### config.mk
export PLATFORM = sky130hd
export DESIGN_NAME = utf8_text_sanitizer_core_flat
export DESIGN_NICKNAME = d
export VERILOG_FILES = /design/src/hw/rtl/uts_pkg.sv /design/src/hw/rtl/uts_stream_if.sv /design/src/hw/rtl/uts_front.sv /design/src/hw/rtl/uts_queue.sv /design/src/hw/rtl/uts_back.sv /design/src/hw/rtl/utf8_text_sanitizer_core.sv /design/src/flat_wrapper.sv
export SDC_FILE = /design/constraint.sdc
export NUM_CORES = 1
export LEC_CHECK = 0
export ABC_CLOCK_PERIOD_IN_PS = 2400
export BUFFER_PORTS_ARGS = -buffer_cell sky130_fd_sc_hd__buf_2
export CAP_MARGIN = 30
export CORE_ASPECT_RATIO = 0.7
export CORE_MARGIN = 3
export CORE_UTILIZATION = 40
export DETAILED_ROUTE_END_ITERATION = 16
export PLACE_DENSITY = 0.6
export SKIP_LAST_GASP = 1
export SLEW_MARGIN = 5
export SYNTH_ARGS = -nofsm -noshare
export SYNTH_HDL_FRONTEND = slang
export SYNTH_SLANG_ARGS = --single-unit
### constraint.sdc
create_clock -name clk -period 2.4 [get_ports clk]
set_input_delay 0.12 -clock clk [delete_from_list [all_inputs] [get_ports clk]]
set_output_delay 0.12 -clock clk [all_outputs]
set_load 0.05 [all_outputs]
### src/hw/rtl/uts_pkg.sv
// uts_pkg: shared types, constants and helper functions of the utf-8 text sanitizer
// no dependencies
`timescale 1ns / 1ps

package uts_pkg;

	localparam int unsigned MAX_SEQUENCE_DEF = 4;
	localparam int unsigned QUEUE_DEPTH_DEF  = 4;
	localparam int unsigned LEN_W            = 3;

	localparam logic [7:0] ASCII_DEL   = 8'h7F;
	localparam logic [7:0] ASCII_SPACE = 8'h20;
	localparam logic [7:0] ASCII_TAB   = 8'h09;
	localparam logic [7:0] ASCII_LF    = 8'h0A;
	localparam logic [7:0] ASCII_CR    = 8'h0D;
	localparam logic [7:0] LEAD2_MASK  = 8'hE0;
	localparam logic [7:0] LEAD2_CODE  = 8'hC0;
	localparam logic [7:0] LEAD3_MASK  = 8'hF0;
	localparam logic [7:0] LEAD3_CODE  = 8'hE0;
	localparam logic [7:0] LEAD4_MASK  = 8'hF8;
	localparam logic [7:0] LEAD4_CODE  = 8'hF0;
	localparam logic [7:0] CONT_MASK   = 8'hC0;
	localparam logic [7:0] CONT_CODE   = 8'h80;

	typedef struct packed {
		logic [7:0] in_byte;
		logic       end_of_text;
	} in_item_t;

	typedef struct packed {
		logic [7:0] out_byte;
		logic       byte_present;
		logic       run_last;
		logic       text_end;
	} out_item_t;

	function automatic logic [LEN_W-1:0] lead_length(input logic [7:0] b);
		logic [LEN_W-1:0] len;
		len = '0;
		if ((b & LEAD2_MASK) == LEAD2_CODE) begin
			len = LEN_W'(2);
		end else if ((b & LEAD3_MASK) == LEAD3_CODE) begin
			len = LEN_W'(3);
		end else if ((b & LEAD4_MASK) == LEAD4_CODE) begin
			len = LEN_W'(4);
		end
		return len;
	endfunction

	function automatic logic is_clean_ascii(input logic [7:0] b);
		return ((b >= ASCII_SPACE) && (b < ASCII_DEL)) || (b == ASCII_TAB) ||
			(b == ASCII_LF) || (b == ASCII_CR);
	endfunction

endpackage

### src/hw/rtl/uts_stream_if.sv
// uts_stream_if: valid/ready channel carrying one payload per transaction
// payload type is a parameter, types come from uts_pkg at the instance
`timescale 1ns / 1ps

interface uts_stream_if #(
	parameter type payload_t = logic [7:0]
) ();
	logic     valid;
	logic     ready;
	payload_t payload;

	modport source (output valid, output payload, input ready);
	modport sink   (input valid, input payload, output ready);
endinterface

### src/hw/rtl/uts_front.sv
// uts_front: classifies each accepted byte, holds pending multi-byte sequences
// and builds one job of up to MAX_SEQUENCE result bytes; depends on uts_pkg
`timescale 1ns / 1ps

module uts_front #(
	parameter int unsigned MAX_SEQUENCE = uts_pkg::MAX_SEQUENCE_DEF,
	localparam int unsigned HC_W  = $clog2(MAX_SEQUENCE),
	localparam int unsigned CNT_W = $clog2(MAX_SEQUENCE + 1),
	localparam int unsigned JOB_W = MAX_SEQUENCE * 8 + CNT_W + 2
) (
	input  logic              clk,
	input  logic              arst_n,
	input  logic              fire,
	input  uts_pkg::in_item_t item,
	output logic              push,
	output logic [JOB_W-1:0]  job
);
	import uts_pkg::*;

	typedef struct packed {
		logic [MAX_SEQUENCE-1:0][7:0] bytes;
		logic [CNT_W-1:0]             n;
		logic                         present;
		logic                         text_end;
	} job_t;

	logic [MAX_SEQUENCE-2:0][7:0] held_q, held_d;
	logic [LEN_W-1:0]             exp_q, exp_d;
	logic [HC_W-1:0]              cnt_q, cnt_d;
	job_t                         job_c;
	logic                         done;
	logic                         cont;
	logic [LEN_W-1:0]             len;
	logic [7:0]                   b;

	always_comb begin
		b       = item.in_byte;
		cont    = (b & CONT_MASK) == CONT_CODE;
		len     = lead_length(b);
		held_d  = held_q;
		exp_d   = exp_q;
		cnt_d   = cnt_q;
		done    = 1'b0;
		job_c   = '0;
		job_c.present  = 1'b1;
		job_c.text_end = item.end_of_text;

		if (exp_q != '0) begin
			exp_d = '0;
			cnt_d = '0;
			if (cont) begin
				done = 1'b1;
				if ((LEN_W'(cnt_q) + LEN_W'(1)) >= exp_q) begin
					for (int k = 0; k < MAX_SEQUENCE - 1; k++) begin
						job_c.bytes[k] = held_q[k];
					end
					for (int k = 0; k < MAX_SEQUENCE; k++) begin
						if (HC_W'(k) == cnt_q) begin
							job_c.bytes[k] = b;
						end
					end
					job_c.n = CNT_W'(cnt_q) + CNT_W'(1);
				end else if (cnt_q < HC_W'(MAX_SEQUENCE - 1)) begin
					for (int k = 0; k < MAX_SEQUENCE - 1; k++) begin
						if (HC_W'(k) == cnt_q) begin
							held_d[k] = b;
						end
					end
					cnt_d = cnt_q + HC_W'(1);
					exp_d = exp_q;
				end
			end
		end

		if (!done) begin
			if (b <= ASCII_DEL) begin
				if (is_clean_ascii(b)) begin
					job_c.bytes[0] = b;
					job_c.n        = CNT_W'(1);
				end
			end else if ((len != '0) && (len <= LEN_W'(MAX_SEQUENCE)) && !item.end_of_text) begin
				held_d[0] = b;
				cnt_d     = HC_W'(1);
				exp_d     = len;
			end
		end

		if (item.end_of_text) begin
			exp_d = '0;
			cnt_d = '0;
			if (job_c.n == '0) begin
				job_c.n        = CNT_W'(1);
				job_c.present  = 1'b0;
				job_c.bytes[0] = 8'h00;
			end
		end
	end

	assign push = fire && (job_c.n != '0);
	assign job  = job_c;

	always_ff @(posedge clk or negedge arst_n) begin
		if (!arst_n) begin
			exp_q <= '0;
			cnt_q <= '0;
		end else if (fire) begin
			exp_q <= exp_d;
			cnt_q <= cnt_d;
		end
	end

	always_ff @(posedge clk) begin
		if (fire) begin
			held_q <= held_d;
		end
	end
endmodule

### src/hw/rtl/uts_queue.sv
// uts_queue: small job queue between front and back parts
// register-based circular buffer, no package dependency
`timescale 1ns / 1ps

module uts_queue #(
	parameter int unsigned WIDTH = 8,
	parameter int unsigned DEPTH = 4
) (
	input  logic             clk,
	input  logic             arst_n,
	input  logic             push,
	input  logic [WIDTH-1:0] push_data,
	input  logic             pop,
	output logic [WIDTH-1:0] head,
	output logic             not_empty,
	output logic             not_full
);
	localparam int unsigned PW = (DEPTH > 1) ? $clog2(DEPTH) : 1;
	localparam int unsigned CW = $clog2(DEPTH + 1);

	logic [WIDTH-1:0] mem_q [DEPTH];
	logic [PW-1:0]    wr_ptr_q, rd_ptr_q;
	logic [CW-1:0]    count_q;
	logic             do_push, do_pop;

	assign not_empty = count_q != '0;
	assign not_full  = count_q != CW'(DEPTH);
	assign do_push   = push && not_full;
	assign do_pop    = pop && not_empty;
	assign head      = mem_q[rd_ptr_q];

	always_ff @(posedge clk or negedge arst_n) begin
		if (!arst_n) begin
			wr_ptr_q <= '0;
			rd_ptr_q <= '0;
			count_q  <= '0;
		end else begin
			if (do_push) begin
				wr_ptr_q <= (wr_ptr_q == PW'(DEPTH - 1)) ? '0 : wr_ptr_q + PW'(1);
			end
			if (do_pop) begin
				rd_ptr_q <= (rd_ptr_q == PW'(DEPTH - 1)) ? '0 : rd_ptr_q + PW'(1);
			end
			if (do_push && !do_pop) begin
				count_q <= count_q + CW'(1);
			end else if (do_pop && !do_push) begin
				count_q <= count_q - CW'(1);
			end
		end
	end

	always_ff @(posedge clk) begin
		if (do_push) begin
			mem_q[wr_ptr_q] <= push_data;
		end
	end
endmodule

### src/hw/rtl/uts_back.sv
// uts_back: walks the head job into a registered output, one result per cycle
// while the sink is ready; depends on uts_pkg for the result type
`timescale 1ns / 1ps

module uts_back #(
	parameter int unsigned MAX_SEQUENCE = uts_pkg::MAX_SEQUENCE_DEF,
	localparam int unsigned HC_W  = $clog2(MAX_SEQUENCE),
	localparam int unsigned CNT_W = $clog2(MAX_SEQUENCE + 1),
	localparam int unsigned JOB_W = MAX_SEQUENCE * 8 + CNT_W + 2
) (
	input  logic               clk,
	input  logic               arst_n,
	input  logic [JOB_W-1:0]   head,
	input  logic               not_empty,
	output logic               pop,
	output logic               out_valid,
	input  logic               out_ready,
	output uts_pkg::out_item_t out_item
);
	import uts_pkg::*;

	typedef struct packed {
		logic [MAX_SEQUENCE-1:0][7:0] bytes;
		logic [CNT_W-1:0]             n;
		logic                         present;
		logic                         text_end;
	} job_t;

	job_t            job_c;
	logic [HC_W-1:0] idx_q;
	logic            valid_q;
	out_item_t       item_q;
	out_item_t       item_c;
	logic            load;
	logic            last_c;

	always_comb begin
		job_c  = head;
		last_c = (CNT_W'(idx_q) + CNT_W'(1)) == job_c.n;
		item_c = '0;
		for (int k = 0; k < MAX_SEQUENCE; k++) begin
			if (HC_W'(k) == idx_q) begin
				item_c.out_byte = job_c.bytes[k];
			end
		end
		item_c.byte_present = job_c.present;
		item_c.run_last     = last_c;
		item_c.text_end     = last_c && job_c.text_end;
	end

	assign load      = not_empty && (!valid_q || out_ready);
	assign pop       = load && last_c;
	assign out_valid = valid_q;
	assign out_item  = item_q;

	always_ff @(posedge clk or negedge arst_n) begin
		if (!arst_n) begin
			valid_q <= 1'b0;
			idx_q   <= '0;
		end else begin
			if (load) begin
				valid_q <= 1'b1;
				idx_q   <= last_c ? '0 : idx_q + HC_W'(1);
			end else if (out_ready) begin
				valid_q <= 1'b0;
			end
		end
	end

	always_ff @(posedge clk) begin
		if (load) begin
			item_q <= item_c;
		end
	end
endmodule

### src/hw/rtl/utf8_text_sanitizer_core.sv
// utf8_text_sanitizer_core: top level of the utf-8 text sanitizer
// uses uts_pkg, uts_stream_if, uts_front, uts_queue, uts_back
//
//   channel  modport  payload              per transaction
//   raw      sink     uts_pkg::in_item_t   one raw text byte and end flag
//   clean    source   uts_pkg::out_item_t  one kept byte or a bare end marker
//
// a raw byte is taken every cycle while the job queue has room; its results
// leave one per cycle from the back part while the sink is ready;
// the output register and QUEUE_DEPTH jobs buffer a stalled sink
// arst_n clears pending-sequence state, queue pointers and the output valid
`timescale 1ns / 1ps

module utf8_text_sanitizer_core #(
	parameter int unsigned MAX_SEQUENCE = uts_pkg::MAX_SEQUENCE_DEF,
	parameter int unsigned QUEUE_DEPTH  = uts_pkg::QUEUE_DEPTH_DEF
) (
	input logic         clk,
	input logic         arst_n,
	uts_stream_if.sink   raw,
	uts_stream_if.source clean
);
	import uts_pkg::*;

	localparam int unsigned CNT_W = $clog2(MAX_SEQUENCE + 1);
	localparam int unsigned JOB_W = MAX_SEQUENCE * 8 + CNT_W + 2;

	logic             fire;
	logic             push;
	logic [JOB_W-1:0] job;
	logic [JOB_W-1:0] head;
	logic             pop;
	logic             not_empty;
	logic             not_full;
	in_item_t         in_item;
	out_item_t        out_item;

	assign in_item   = raw.payload;
	assign raw.ready = not_full;
	assign fire      = raw.valid && not_full;

	uts_front #(
		.MAX_SEQUENCE(MAX_SEQUENCE)
	) u_front (
		.clk   (clk),
		.arst_n(arst_n),
		.fire  (fire),
		.item  (in_item),
		.push  (push),
		.job   (job)
	);

	uts_queue #(
		.WIDTH(JOB_W),
		.DEPTH(QUEUE_DEPTH)
	) u_queue (
		.clk      (clk),
		.arst_n   (arst_n),
		.push     (push),
		.push_data(job),
		.pop      (pop),
		.head     (head),
		.not_empty(not_empty),
		.not_full (not_full)
	);

	uts_back #(
		.MAX_SEQUENCE(MAX_SEQUENCE)
	) u_back (
		.clk      (clk),
		.arst_n   (arst_n),
		.head     (head),
		.not_empty(not_empty),
		.pop      (pop),
		.out_valid(clean.valid),
		.out_ready(clean.ready),
		.out_item (out_item)
	);

	assign clean.payload = out_item;
endmodule
### src/flat_wrapper.sv
// flat-port wrapper written by rule: the top's interface ports become plain ports
module utf8_text_sanitizer_core_flat import uts_pkg::*;
#(
	parameter int unsigned MAX_SEQUENCE = uts_pkg::MAX_SEQUENCE_DEF,
	parameter int unsigned QUEUE_DEPTH  = uts_pkg::QUEUE_DEPTH_DEF
)
  (clk, arst_n, raw_valid, raw_payload, raw_ready, clean_valid, clean_payload, clean_ready);
  uts_stream_if raw_i ();
  uts_stream_if clean_i ();
  input logic clk;
  input logic arst_n;
  input wire logic [$bits(raw_i.valid)-1:0] raw_valid;
  input wire logic [$bits(raw_i.payload)-1:0] raw_payload;
  output wire logic [$bits(raw_i.ready)-1:0] raw_ready;
  output wire logic [$bits(clean_i.valid)-1:0] clean_valid;
  output wire logic [$bits(clean_i.payload)-1:0] clean_payload;
  input wire logic [$bits(clean_i.ready)-1:0] clean_ready;
  assign raw_i.valid = raw_valid;
  assign raw_i.payload = raw_payload;
  assign raw_ready = raw_i.ready;
  assign clean_valid = clean_i.valid;
  assign clean_payload = clean_i.payload;
  assign clean_i.ready = clean_ready;
  utf8_text_sanitizer_core #(.MAX_SEQUENCE(MAX_SEQUENCE), .QUEUE_DEPTH(QUEUE_DEPTH)) u_core (.clk(clk), .arst_n(arst_n), .raw(raw_i), .clean(clean_i));
endmodule
Yosys cells after proc, flatten, opt, wreduce, memory -nomap -nowiden. Memories as Yosys holds them, arrays and structs flattened. Index checks and enable logic that the tools add are counted.

$add $sub $neg: 6. Multipliers: 0. Divide/modulo/power cells: 0. Magnitude comparators: 3. Eq/ne operators: 10. Shifts and indexed selects: 0. Mux-type cells: 17. Bitwise logic cells: 0. Reduce and logical (&&, ||, !) cells: 23.

Operator list (number): $mux 12 (2); $eq 7x4->1 const B (3); $mux 10 (2); $mux 5 (4); $logic_and 1x1->1 (10); $ge 7x6->1 const B (1); $le 7x7->1 const B (1); $lt 7x7->1 const B (1); $add 2x1->2 const B (3); $mux 2 (3); $mux 3 (2); $reduce_bool 3->1 (2); $eq 2x2->1 const A (2); $eq 2x2->1 const B (2); $logic_or 1x1->1 (4); $mux 1 (4); $reduce_bool 2->1 (2); $add 2x1->3 const B (1); $add 3x1->3 const B (1); $eq 3x3->1 (1); $logic_not 1->1 (3); $logic_not 3->1 (1); $ne 3x3->1 const B (1); $sub 3x1->3 const B (1); 2 further kinds (2).

Register bits after elaboration: 18. Bits in latches: 0. Bits in writable memories: 52. Memory bits (read-only): 0. Input bits: 12. Output and inout port bits: 10. Word-level logic and storage cells: 69. Memories: 1.

Memory list: u_core.u_queue.mem_q (depth 4, bits a word 13, rd ports 1, clocked after memory_dff 0, write ports 1, RTL line uts_queue.sv:21) `logic [WIDTH-1:0] mem_q [DEPTH];`.

Logic depth before layout (Yosys ltp). Gate-level depths: netlist (run 1).

Word-level depth: 17. Depth in mapped cells: 12. Gate-level depth less buffers: 11.

Hierarchy. From an unflattened synthesis (run 1), not the netlist that was laid out.

Cell total of the unflattened synthesis: 475. Area, all modules: 8514.4 um2.

By module, submodules not included: uts_queue (instances 1, cells an instance 229, area each 5765.5 um2, seq. area each 4619.4 um2); uts_front (instances 1, cells an instance 171, area each 1913.1 um2, seq. area each 845.8 um2); uts_back (instances 1, cells an instance 73, area each 825.8 um2, seq. area each 405.4 um2); utf8_text_sanitizer_core (instances 1, cells an instance 2, area each 10.0 um2, seq. area each 0.0 um2).

Worst setup path after synthesis (run 1). OpenSTA, ideal clock, no wires.

Kind: register -> register. Start point: register u_core.u_back.valid_q (netlist: u_core.u_back.out_valid). End point: register u_core.u_queue.count_q[1]. Setup time: 125 ps. Arrival time: 2467 ps. Data required time: 2275 ps. Setup slack: -192 ps. Cell stages (with the launch flop): 8. Path buffers: 0. Clock period less this slack: 2592 ps. Path through: dfrtp_1 -> a21oi_1 -> and2_4 -> inv_1 -> ha_1 -> inv_1 -> fa_1 -> mux2_2.

Longest elaborated chain between the ends: 8. Elaborated cells on any way between the ends: 10. Those cells by class: 1 x mux; 9 x reduce/logical.

RTL lines: start: declaration (RTL line uts_back.sv:31) `logic valid_q;`; start signal: assignment (RTL line uts_back.sv:58) `valid_q <= 1'b0;`; start signal: assignment (RTL line uts_back.sv:62) `valid_q <= 1'b1;`; start signal: assignment (RTL line uts_back.sv:65) `valid_q <= 1'b0;`; $logic_not 1->1 (*) (RTL line uts_back.sv:51) `assign load = not_empty && (!valid_q || out_ready);`; $logic_or 1x1->1 (*) (RTL line uts_back.sv:51); $logic_and 1x1->1 (*) (RTL line uts_back.sv:51); net u_core.u_back.load (RTL line uts_back.sv:34) `logic load;`; $logic_and 1x1->1 (*) (RTL line uts_back.sv:52) `assign pop = load && last_c;`; $logic_and 1x1->1 (*) (RTL line uts_queue.sv:29) `assign do_pop = pop && not_empty;`; $logic_not 1->1 (RTL line uts_queue.sv:44) `if (do_push && !do_pop) begin`; $logic_and 1x1->1 (RTL line uts_queue.sv:44); $mux 3 / $reduce_bool 2->1 (equally long branches); end signal: assignment (RTL line uts_queue.sv:45) `count_q <= count_q + CW'(1);`; end signal: assignment (RTL line uts_queue.sv:47) `count_q <= count_q - CW'(1);`; end: declaration (RTL line uts_queue.sv:23) `logic [CW-1:0] count_q;`.

Mark *: on every way through the listed nets, which the timed path passes. The rest lies on a longest branch. A chain may end at the register's enable or synchronous reset.

==> summary.md, run 1 <==
| Metric | Value |
|---|---|
| Reg clk slew, reported paths | `100 ps` |
| Slew HR | `0.795` |
| DP HPWL | `2.60 mm` |
| Die height | `between 60 and 70 um` |
| Post-synthesis cell count | `126` |
| Antenna viol nets, final | `0` |
| Endpoint type of the worst setup path | `register` |
| Vias in the first global route | `approximately 1.2k` |
| Largest net degree at the start of global routing | `17` |
| CP Launch Type | `register` |
| FILL cells | `~400` |
| Per-cell routed wire length | `15.3 um` |
| WP data required | `~2600 ps` |
| Seq/Total Area, Yosys | `0.664` |
| Gate power share | `0.411` |
| Critical path class | `register to register` |
| Seq pwr share | `0.411` |
| Overall power | `3.27 mW` |
| Total CTS buffers | `5` |
| CP top delay family | `multiplexers` |
| CTS sink count | `50` |
| CP max stage cell | `mux4_2` |
| Design Area, Final | `between 0.002 and 0.003 mm^2` |
| Total placed cells including tap cells | `225` |
| Initial DRC count | `74` |
| Worst VDD drop | `around 0.37 mV` |
| ANT cells | `0` |
| Setup TNS | `-6.95 ps` |
| Setup WS post-layout | `-6.95 ps` |
| Final setup viols | `1` |
| Final hold violation count | `0` |
| Layout Cells excl Fill | `236` |
| Post-placement cell area | `0.00246 mm^2` |
| P&R area growth vs syn | `19.2%` |
| Max H-tree Level | `2` |
| HP Class | `primary input to register` |
| Worst Hold Depth | `1` |
| FF+latch area | `0.00145 mm^2` |
| Leading cell type in the layout, fill and taps excluded | `edfxtp_1` |
| Vias/cell | `4.86` |
| Root Driver | `clkbuf_8` |
| Reg-to-Reg End | `u_core.u_queue.count_q[1]$_DFFE_PN0P_` |
| Leakage power | `~1.0 nW` |
| HP Start | `raw_payload[0]` |
| Reg2reg path depth | `9` |
| Fin crit share | `1.00` |
| Core box area | `0.00502 mm^2` |
| Share of layout cells above drive strength 1 | `0.353` |
| Gr usage total | `0.127` |
| Total nets after synthesis | `147` |
| Max_cap viols | `0` |
| Period minus WS final | `2410 ps` |
| PwrDens | `approximately 1300 mW/mm^2` |
| Number of port buffers | `21` |
| Gr ovfl total | `0` |
| Row count | `21` |
| Pre-CTS WS | `-17.7 ps` |
| Met2 Track Usage GR | `0.200` |
| Final core utilization | `0.519` |
| Switching pwr | `1.14 mW` |
| Max incr delay on CP | `530 ps` |
| Hold_ws | `88.9 ps` |
| Switching share of power | `0.350` |
| First-pass DRT Iterations | `4` |
| Clock skew | `around 12 ps` |
| Die Wd | `94.4 um` |
| RSZ-0062 raised after global routing | `true` |
| Routed wire length | `between 3 and 4 mm` |
| R2R Path Start | `u_core.u_queue.rd_ptr_q[0]$_DFFE_PN0P_` |
| Ports | `22` |
| Worst R2R Setup Slack | `-7 ps` |
| Worst Path Arrival | `2600 ps` |
| Number of synthesized register bits | `50` |
| Area of the multi-input gates | `706 um^2` |
| Ys Warns | `0` |
| Initial antenna violation count | `0` |
| Die area | `0.00640 mm^2` |
| Top cell type's share of synthesized area | `0.550` |
| Most area-consuming cells after synthesis | `edfxtp_1 (55%), dfrtp_1 (11%), mux4_1 (8.4%)` |
| Placer Congestion | `0.750` |
| CTS tree | `built` |
| GRT Max-Usage Layer | `met2` |
| CP max FO | `2` |
| # nets final | `187` |
| Worst Hold End | `u_core.u_queue.mem_q[1][0]$_DFFE_PP_` |
| Clock Path Buffers | `2` |
| Most frequent cells in the layout | `edfxtp_1 (40), buf_2 (21), and2_1 (13)` |
| Met1 usage | `0.168` |
| Yosys top cell by area | `edfxtp_1` |
| Buf/Inv on CP | `2` |
| Met3 usage | `0.0396` |
| Failing checks | `setup timing` |
| Synth unique cells | `30` |
| Final count of pins violating max slew | `0` |
| Fmax achieved | `415 MHz` |
| Clk pwr share | `0.178` |
| Routed via count | `between 1k and 1.5k` |
| Skew-Pair Late Insertion Delay | `300 ps` |
| P_int | `between 2 and 2.5 mW` |
| Global-route wire length before repair | `just under 6 mm` |
| Cell Area, Synth | `approximately 0.0022 mm^2` |
| Status | `complete, but fails checks` |
| Worst Tran Pin Value | `306 ps` |
| DR DRC count | `0` |
| Initial cell density of the core | `0.436` |
| Crit path cell chain | `mux4_2 -> xnor2_2 -> nor3_2 -> and2_4 -> inv_2 -> ha_4 -> inv_2 -> fa_2 -> mux2_2` |
| Average size of a mapped cell | `roughly 17 um^2` |
| Top cell by count, worst path | `inv_2` |
==> power by group through the flow <==
stage	combinational [mW]	clock, mW	sequential [mW]
floorplan	0.777	0	1.59
detailed placement	1.35	0	1.37
finish	1.35	0.581	1.34
global route	1.48	0.637	1.37
global placement	1.31	0	1.35
CTS	1.36	0.597	1.35
==> state kept, by name, summed over array words and instances (netlist names) <==
signal	count
u_core.u_back.idx_q	2
u_core.u_queue.rd_ptr_q	2
u_core.u_queue.wr_ptr_q	2
u_core.u_queue.count_q	3
u_core.u_back.out_item	8
u_core.u_back.out_valid	1
u_core.u_queue.mem_q	32
==> layout make-up <==
class,instances,share of cell area
flip-flops and latches,50,0.557
multi-input cells,66,0.271
repair buffers,35,0.0826
clock buffers,7,0.0413
well taps,69,0.0331
inverters,8,0.0115
clock inverters,1,0.00336
==> routing by layer <==
layer	vias to the layer above	wire, um	part of all wire
li1	549	-	-
met1	571	1680	0.47
met2	20	1740	0.48
met3	6	140	0.039
met4	0	43	0.012
met5	-	0	0
==> kinds of logic after synthesis <==
family / count (synthesis) / synth area share
DFF: 50 / 0.664
and+or+nand+nor: 33 / 0.0887
muxes: 14 / 0.128
buffers and inverters: 10 / 0.0252
adders and majority gates: 9 / 0.0550
AOI/OAI and AO/OA: 6 / 0.0229
xor gates and xnor gates: 4 / 0.0160
==> synthesized netlist by cell type (all sizes together) <==
cell	count
edfxtp	40
xnor2	2
clkbuf	1
fa	1
inv	8
o211a	1
a21oi	1
dfrtp	10
nor2	6
a22oi	1
mux4	8
xor2	2
nand2b	2
or2	1
mux2	5
nor4bb	1
mux2i	1
nor3	3
buf	1
nand2	3
or4	1
nand4	1
ha	8
and2	15
o21ai	3
==> worst max path at each step <==
stage | startpoint | endpoint | slack, ps | cells after the start
2_1_floorplan | u_core.u_queue.rd_ptr_q[0]$_DFFE_PN0P_ | u_core.u_queue.count_q[1]$_DFFE_PN0P_ | -120 | 10
3_3_place_gp | u_core.u_queue.rd_ptr_q[0]$_DFFE_PN0P_ | u_core.u_queue.count_q[1]$_DFFE_PN0P_ | 40 | 9
3_5_place_dp | u_core.u_queue.rd_ptr_q[0]$_DFFE_PN0P_ | u_core.u_queue.count_q[1]$_DFFE_PN0P_ | -20 | 9
4_1_cts | u_core.u_queue.rd_ptr_q[0]$_DFFE_PN0P_ | u_core.u_queue.count_q[1]$_DFFE_PN0P_ | -40 | 9
5_1_grt | u_core.u_queue.rd_ptr_q[0]$_DFFE_PN0P_ | u_core.u_queue.count_q[1]$_DFFE_PN0P_ | -150 | 9
6_report | u_core.u_queue.rd_ptr_q[0]$_DFFE_PN0P_ | u_core.u_queue.count_q[1]$_DFFE_PN0P_ | -7 | 9
==> timing repair <==
action / 4_1_cts / 5_1_grt
buffers inserted: 0 / 1
pin swaps: 0 / 3
hold buffers: 2 / 0
endpoints found under the hold margin: 11 / 0
setup endpoints to repair: 1 / 2
gates resized for setup: 0 / 0
(Power assumes the default switching activity.)
==> inputs of run 2 (changes only) <==
--- a/config.mk
+++ b/config.mk
@@ -9,10 +9,10 @@
 export BUFFER_PORTS_ARGS = -buffer_cell sky130_fd_sc_hd__buf_2
 export CAP_MARGIN = 30
 export CORE_ASPECT_RATIO = 0.7
-export CORE_MARGIN = 3
+export CORE_MARGIN = 2
 export CORE_UTILIZATION = 40
 export DETAILED_ROUTE_END_ITERATION = 16
-export PLACE_DENSITY = 0.6
+export PLACE_DENSITY_LB_ADDON = 0.12
 export SKIP_LAST_GASP = 1
 export SLEW_MARGIN = 5
 export SYNTH_ARGS = -nofsm -noshare
==> summary.md, run 2 (synthesis gave the netlist of run 1 again) <==
| Metric | Value |
|---|---|
| Setup TNS | `-60.4 ps` |
| Total placed cells including tap cells | `~230` |
| Total CTS buffers | `5` |
| Routed via count | `roughly 1.2k` |
| Placer Congestion | `approximately 0.68` |
| Die height | `65.9 um` |
| Gr usage total | `0.139` |
| Final count of pins violating max slew | `0` |
| Root Driver | `clkbuf_8` |
| Final core utilization | `0.499` |
| Pre-CTS WS | `-8.88 ps` |
| DP HPWL | `2.64 mm` |
| Final hold violation count | `0` |
| Reg clk slew, reported paths | `100 ps` |
| Largest net degree at the start of global routing | `18` |
| CTS resizes | `0` |
| HP Class | `primary input to register` |
| Die Wd | `92.4 um` |
| CP Launch Type | `register` |
| P&R area growth vs syn | `20.1%` |
| ANT cells | `0` |
| First-pass DRT Iterations | `4` |
| Gr ovfl total | `0` |
| Fin crit share | `1.03` |
| Share of layout cells above drive strength 1 | `0.361` |
| Die area | `0.00608 mm^2` |
| CTS sink count | `50` |
| Leading cell type in the layout, fill and taps excluded | `edfxtp_1` |
| Skew-Pair Late Insertion Delay | `310 ps` |
| Failing checks | `setup timing` |
| Worst Path Arrival | `around 2700 ps` |
| Routed wire length | `3.64 mm` |
| Global-route wire length before repair | `6.17 mm` |
| Number of port buffers | `21` |
| Slew HR | `0.790` |
| DR DRC count | `0` |
| Initial DRC count | `30` |
| Core box area | `0.00526 mm^2` |
| Worst VDD drop | `0.420 mV` |
| Fmax achieved | `about 400 MHz` |
| WP data required | `~2600 ps` |
| Status | `complete, but fails checks` |
| Layout Cells excl Fill | `~240` |
| Worst R2R Setup Slack | `-60 ps` |
| Clock skew | `11.5 ps` |
| Initial cell density of the core | `0.416` |
| CP max FO | `2` |
| CTS tree | `built` |
| Setup WS post-layout | `-60.4 ps` |
| PwrDens | `1270 mW/mm^2` |
| Max_cap viols | `0` |
| Most frequent cells in the layout | `edfxtp_1 (40), buf_2 (21), buf_4 (14)` |
| Row count | `22` |
| Vias in the first global route | `1204` |
| Max reg flops | `32` |
| Antenna viol nets, final | `0` |
| Critical path class | `register to register` |
| Max H-tree Level | `2` |
| Final setup viols | `1` |
| Clock Path Buffers | `2` |
| Per-cell routed wire length | `15.1 um` |
| Initial antenna violation count | `0` |
| Endpoint type of the worst setup path | `register` |
| Leakage power | `1.03 nW` |
| Worst Tran Pin Value | `312 ps` |
| Most flop-heavy register | `u_core.u_queue.mem_q` |
| Hold_ws | `around 89 ps` |
| Period minus WS final | `2460 ps` |
| RSZ-0062 raised after global routing | `true` |
| Ports | `22` |
| FILL cells | `approximately 450` |
| Vias/cell | `4.78` |
| # nets final | `189` |
## run 2: cell count changes in the layout (fill, tap and decap cells not counted)
cell / change
buf_4: +2
bufinv_16: +1
clkbuf_16: -1
clkbuf_8: -1
clkinvlp_4: +1
inv_6: -1
inv_8: +1
## run 2: worst paths after layout
check                                                        from                               endpoint  cells after the start
max reg2reg                u_core.u_queue.rd_ptr_q[0]$_DFFE_PN0P_  u_core.u_queue.count_q[1]$_DFFE_PN0P_                      9
min reg2reg                 u_core.u_queue.count_q[2]$_DFFE_PN0P_  u_core.u_queue.count_q[2]$_DFFE_PN0P_                      1
min in group asynchronous                                  arst_n    u_core.u_back.out_valid$_DFFE_PN0P_                      2
max in group asynchronous                                  arst_n  u_core.u_queue.count_q[0]$_DFFE_PN0P_                      2
min                                                raw_payload[0]   u_core.u_queue.mem_q[0][0]$_DFFE_PP_                      1
max                        u_core.u_queue.rd_ptr_q[0]$_DFFE_PN0P_  u_core.u_queue.count_q[1]$_DFFE_PN0P_                      9
## run 2: report_power, final
| group | total, mW | internal (mW) | switching, mW |
|---|---|---|---|
| Clock | 0.616 | 0.318 | 0.299 |
| Combinational | 1.38 | 0.627 | 0.750 |
| Sequential | 1.34 | 1.23 | 0.111 |
## run 2: repair_timing
action | in CTS | in global routing
hold buffers | 2 | 0
pin swaps | 0 | 7
hold endpoints to repair | 11 | 0
setup buffers | 0 | 2
setup endpoints to repair | 1 | 2
## run 2: critical path, cell delays in order (launching register included)
cell and delay (ps):
dfrtp_1 380, mux4_2 530, xnor2_2 150, nor3_2 200
and2_4 180, inv_2 40, ha_4 150, inv_2 40
fa_2 420, mux2_2 260
## run 2: final cells by class
| type | count | area [um^2] | share of cell area |
|---|---|---|---|
| inverter | 8 | 30.0 | 0.0114 |
| timing repair buffer | 37 | 230 | 0.0877 |
| clock buffer | 5 | 68.8 | 0.0262 |
| clock inverter | 3 | 48.8 | 0.0186 |
| sequential | 50 | 1450 | 0.553 |
| tap | 72 | 90.1 | 0.0343 |
| multi-input combinational | 66 | 706 | 0.269 |
## run 2: per-stage QoR
step / cell area, um^2 / power [mW]
final: 2630 / 3.33
after global routing: 2630 / 3.57
after CTS: 2610 / 3.35
after detailed placement: 2470 / 2.72
after global placement: 2470 / 2.67
after floorplan: 2210 / 2.37
## run 2: routing by layer
metal  track usage  up-vias  wire, um
met2         0.230       16      1760
met3        0.0376        7       136
met4        0.0560        0        62
met5             0        -         0
met1         0.177      577      1680
li1              -      552         -
==> inputs of run 3 (changes only) <==
--- a/config.mk
+++ b/config.mk
@@ -13,6 +13,7 @@
 export CORE_UTILIZATION = 40
 export DETAILED_ROUTE_END_ITERATION = 16
 export PLACE_DENSITY_LB_ADDON = 0.12
+export SETUP_SLACK_MARGIN = 0.5
 export SKIP_LAST_GASP = 1
 export SLEW_MARGIN = 5
 export SYNTH_ARGS = -nofsm -noshare
==> summary.md, run 3 (synthesis gave the netlist of run 1 again) <==
| Metric | Value |
|---|---|
| Gate power share | `0.427` |
| Antenna viol nets, final | `0` |
| FILL cells | `approximately 450` |
| Ports | `22` |
| R2R Path Start | `u_core.u_queue.rd_ptr_q[0]$_DFFE_PN0P_` |
| Worst VDD drop | `0.314 mV` |
| Reg clk slew, reported paths | `about 100 ps` |
| Endpoint type of the worst setup path | `register` |
| Overall power | `about 3.2 mW` |
| Initial cell density of the core | `0.416` |
| Total CTS buffers | `5` |
| Worst Tran Pin Value | `317 ps` |
| Post-placement cell area | `roughly 0.0025 mm^2` |
| RSZ-0062 raised after global routing | `true` |
| Worst Path Arrival | `2620 ps` |
| ANT cells | `0` |
| Final hold violation count | `0` |
| CP max FO | `2` |
| Fin crit share | `1.00` |
| Initial DRC count | `33` |
| P_int | `about 2.1 mW` |
| Vias in the first global route | `1176` |
| Hold_ws | `108 ps` |
| Final count of pins violating max slew | `0` |
| HP Start | `raw_payload[0]` |
| CTS resizes | `0` |
| Clock skew | `13.4 ps` |
| DP HPWL | `between 2 and 3 mm` |
| Gr usage total | `0.137` |
| Pre-CTS WS | `-16.3 ps` |
| CTS tree | `built` |
| Status | `complete, but fails checks` |
| Root Driver | `clkbuf_8` |
| Reg2reg path depth | `9` |
| Max reg flops | `32` |
| Reg-to-Reg End | `u_core.u_queue.count_q[1]$_DFFE_PN0P_` |
| Placer Congestion | `0.684` |
| Switching pwr | `1.13 mW` |
| # nets final | `190` |
| PwrDens | `1230 mW/mm^2` |
| Routed via count | `1103` |
| Worst R2R Setup Slack | `-9 ps` |
| Routed wire length | `3.56 mm` |
| Row count | `22` |
| Largest net degree at the start of global routing | `16` |
| Number of port buffers | `21` |
| Seq pwr share | `0.414` |
| CP endpoint | `u_core.u_queue.count_q[1]$_DFFE_PN0P_` |
| HP Class | `primary input to register` |
| Clock Path Buffers | `2` |
| Max_cap viols | `0` |
| Most frequent cells in the layout | `edfxtp_1 (40), buf_2 (21), buf_4 (14)` |
| CTS sink count | `50` |
| Per-cell routed wire length | `14.7 um` |
| CP Launch Type | `register` |
| Failing checks | `setup timing` |
| Leakage power | `1.03 nW` |
| Slew HR | `0.787` |
| Setup WS post-layout | `-9.03 ps` |
| Max H-tree Level | `2` |
| Most flop-heavy register | `u_core.u_queue.mem_q` |
| Period minus WS final | `2410 ps` |
| Clk pwr share | `0.160` |
| Initial antenna violation count | `0` |
| Crit path from | `u_core.u_queue.rd_ptr_q[0]$_DFFE_PN0P_` |
| Leading cell type in the layout, fill and taps excluded | `edfxtp_1` |
| Die height | `65.9 um` |
| Core box area | `0.00526 mm^2` |
| Skew-Pair Late Insertion Delay | `310 ps` |
| Gr ovfl total | `0` |
| Switching share of power | `0.350` |
| Vias/cell | `4.56` |
| Die area | `0.00608 mm^2` |
| Global-route wire length before repair | `5.98 mm` |
| Die Wd | `92.4 um` |
| WP data required | `approximately 2600 ps` |
| DR DRC count | `0` |
| Design Area, Final | `0.00262 mm^2` |
| Share of layout cells above drive strength 1 | `0.359` |
| Final setup viols | `1` |
| P&R area growth vs syn | `20.0%` |
| Fmax achieved | `between 400 and 500 MHz` |
| First-pass DRT Iterations | `4` |
| Critical path class | `register to register` |
run 3: changes by cell type in the layout (fill, tap and decap cells not counted):
cell,change
buf_12,+1
bufinv_16,-1
clkbuf_1,+1
clkbuf_8,+1
clkinvlp_4,-1
inv_6,+1
inv_8,-1
run 3: stage by stage:
stage,TNS [ps],util,instances
finish,-9.03,0.499,242
global placement,0,0.473,229
global route,-345,0.499,242
detailed placement,-16.3,0.473,229
CTS,-38.8,0.496,240
floorplan,-147,-,126
run 3: timing repair:
action | in CTS | in global routing
pin swaps | 2 | 1
buffers inserted | 1 | 2
hold buffers | 2 | 0
endpoints found under the setup margin | 5 | 5
hold endpoints to repair | 11 | 0
run 3: final cells by class:
class	instances	area (um^2)	share of cell area
clock inverters	1	8.76	0.00334
inverters	8	30.0	0.0115
clock buffers	7	86.3	0.0329
well taps	72	90.1	0.0344
flip-flops and latches	50	1450	0.553
repair buffers	38	250	0.0954
multi-input cells	66	706	0.269
run 3: metal layers:
layer | vias up | share of wire | GRT usage | wire length [um]
met5 | - | 0 | 0 | 0
met4 | 0 | 0.022 | 0.0672 | 79
met3 | 6 | 0.032 | 0.0376 | 114
met2 | 12 | 0.45 | 0.213 | 1590
met1 | 530 | 0.50 | 0.180 | 1770
li1 | 555 | - | - | -
run 3: worst min path at each step:
stage	end	slack (ps)	cells after the start
detailed placement	u_core.u_back.idx_q[1]$_DFFE_PN0P_	10	1
finish	u_core.u_queue.mem_q[0][0]$_DFFE_PP_	110	1
floorplan	u_core.u_back.idx_q[0]$_DFFE_PN0P_	-180	0
global placement	u_core.u_back.idx_q[0]$_DFFE_PN0P_	5	1
CTS	u_core.u_queue.mem_q[0][0]$_DFFE_PP_	100	1
global route	u_core.u_queue.mem_q[2][0]$_DFFE_PP_	110	1
run 3: power groups by stage:
stage / logic [mW] / clock network [mW] / registers, mW
after detailed placement: 1.36 / 0 / 1.36
after floorplan: 0.777 / 0 / 1.59
final: 1.38 / 0.517 / 1.34
after global placement: 1.34 / 0 / 1.35
after CTS: 1.38 / 0.537 / 1.34
after global routing: 1.54 / 0.567 / 1.37
run 3: worst max-delay path: stages (launching register included):
cell and delay [ps]:
dfrtp_1 380, mux4_2 530, xnor2_2 150, nor3_2 150, and2_4 180, inv_2 40
ha_4 150, inv_2 50, fa_2 410, mux2_2 260
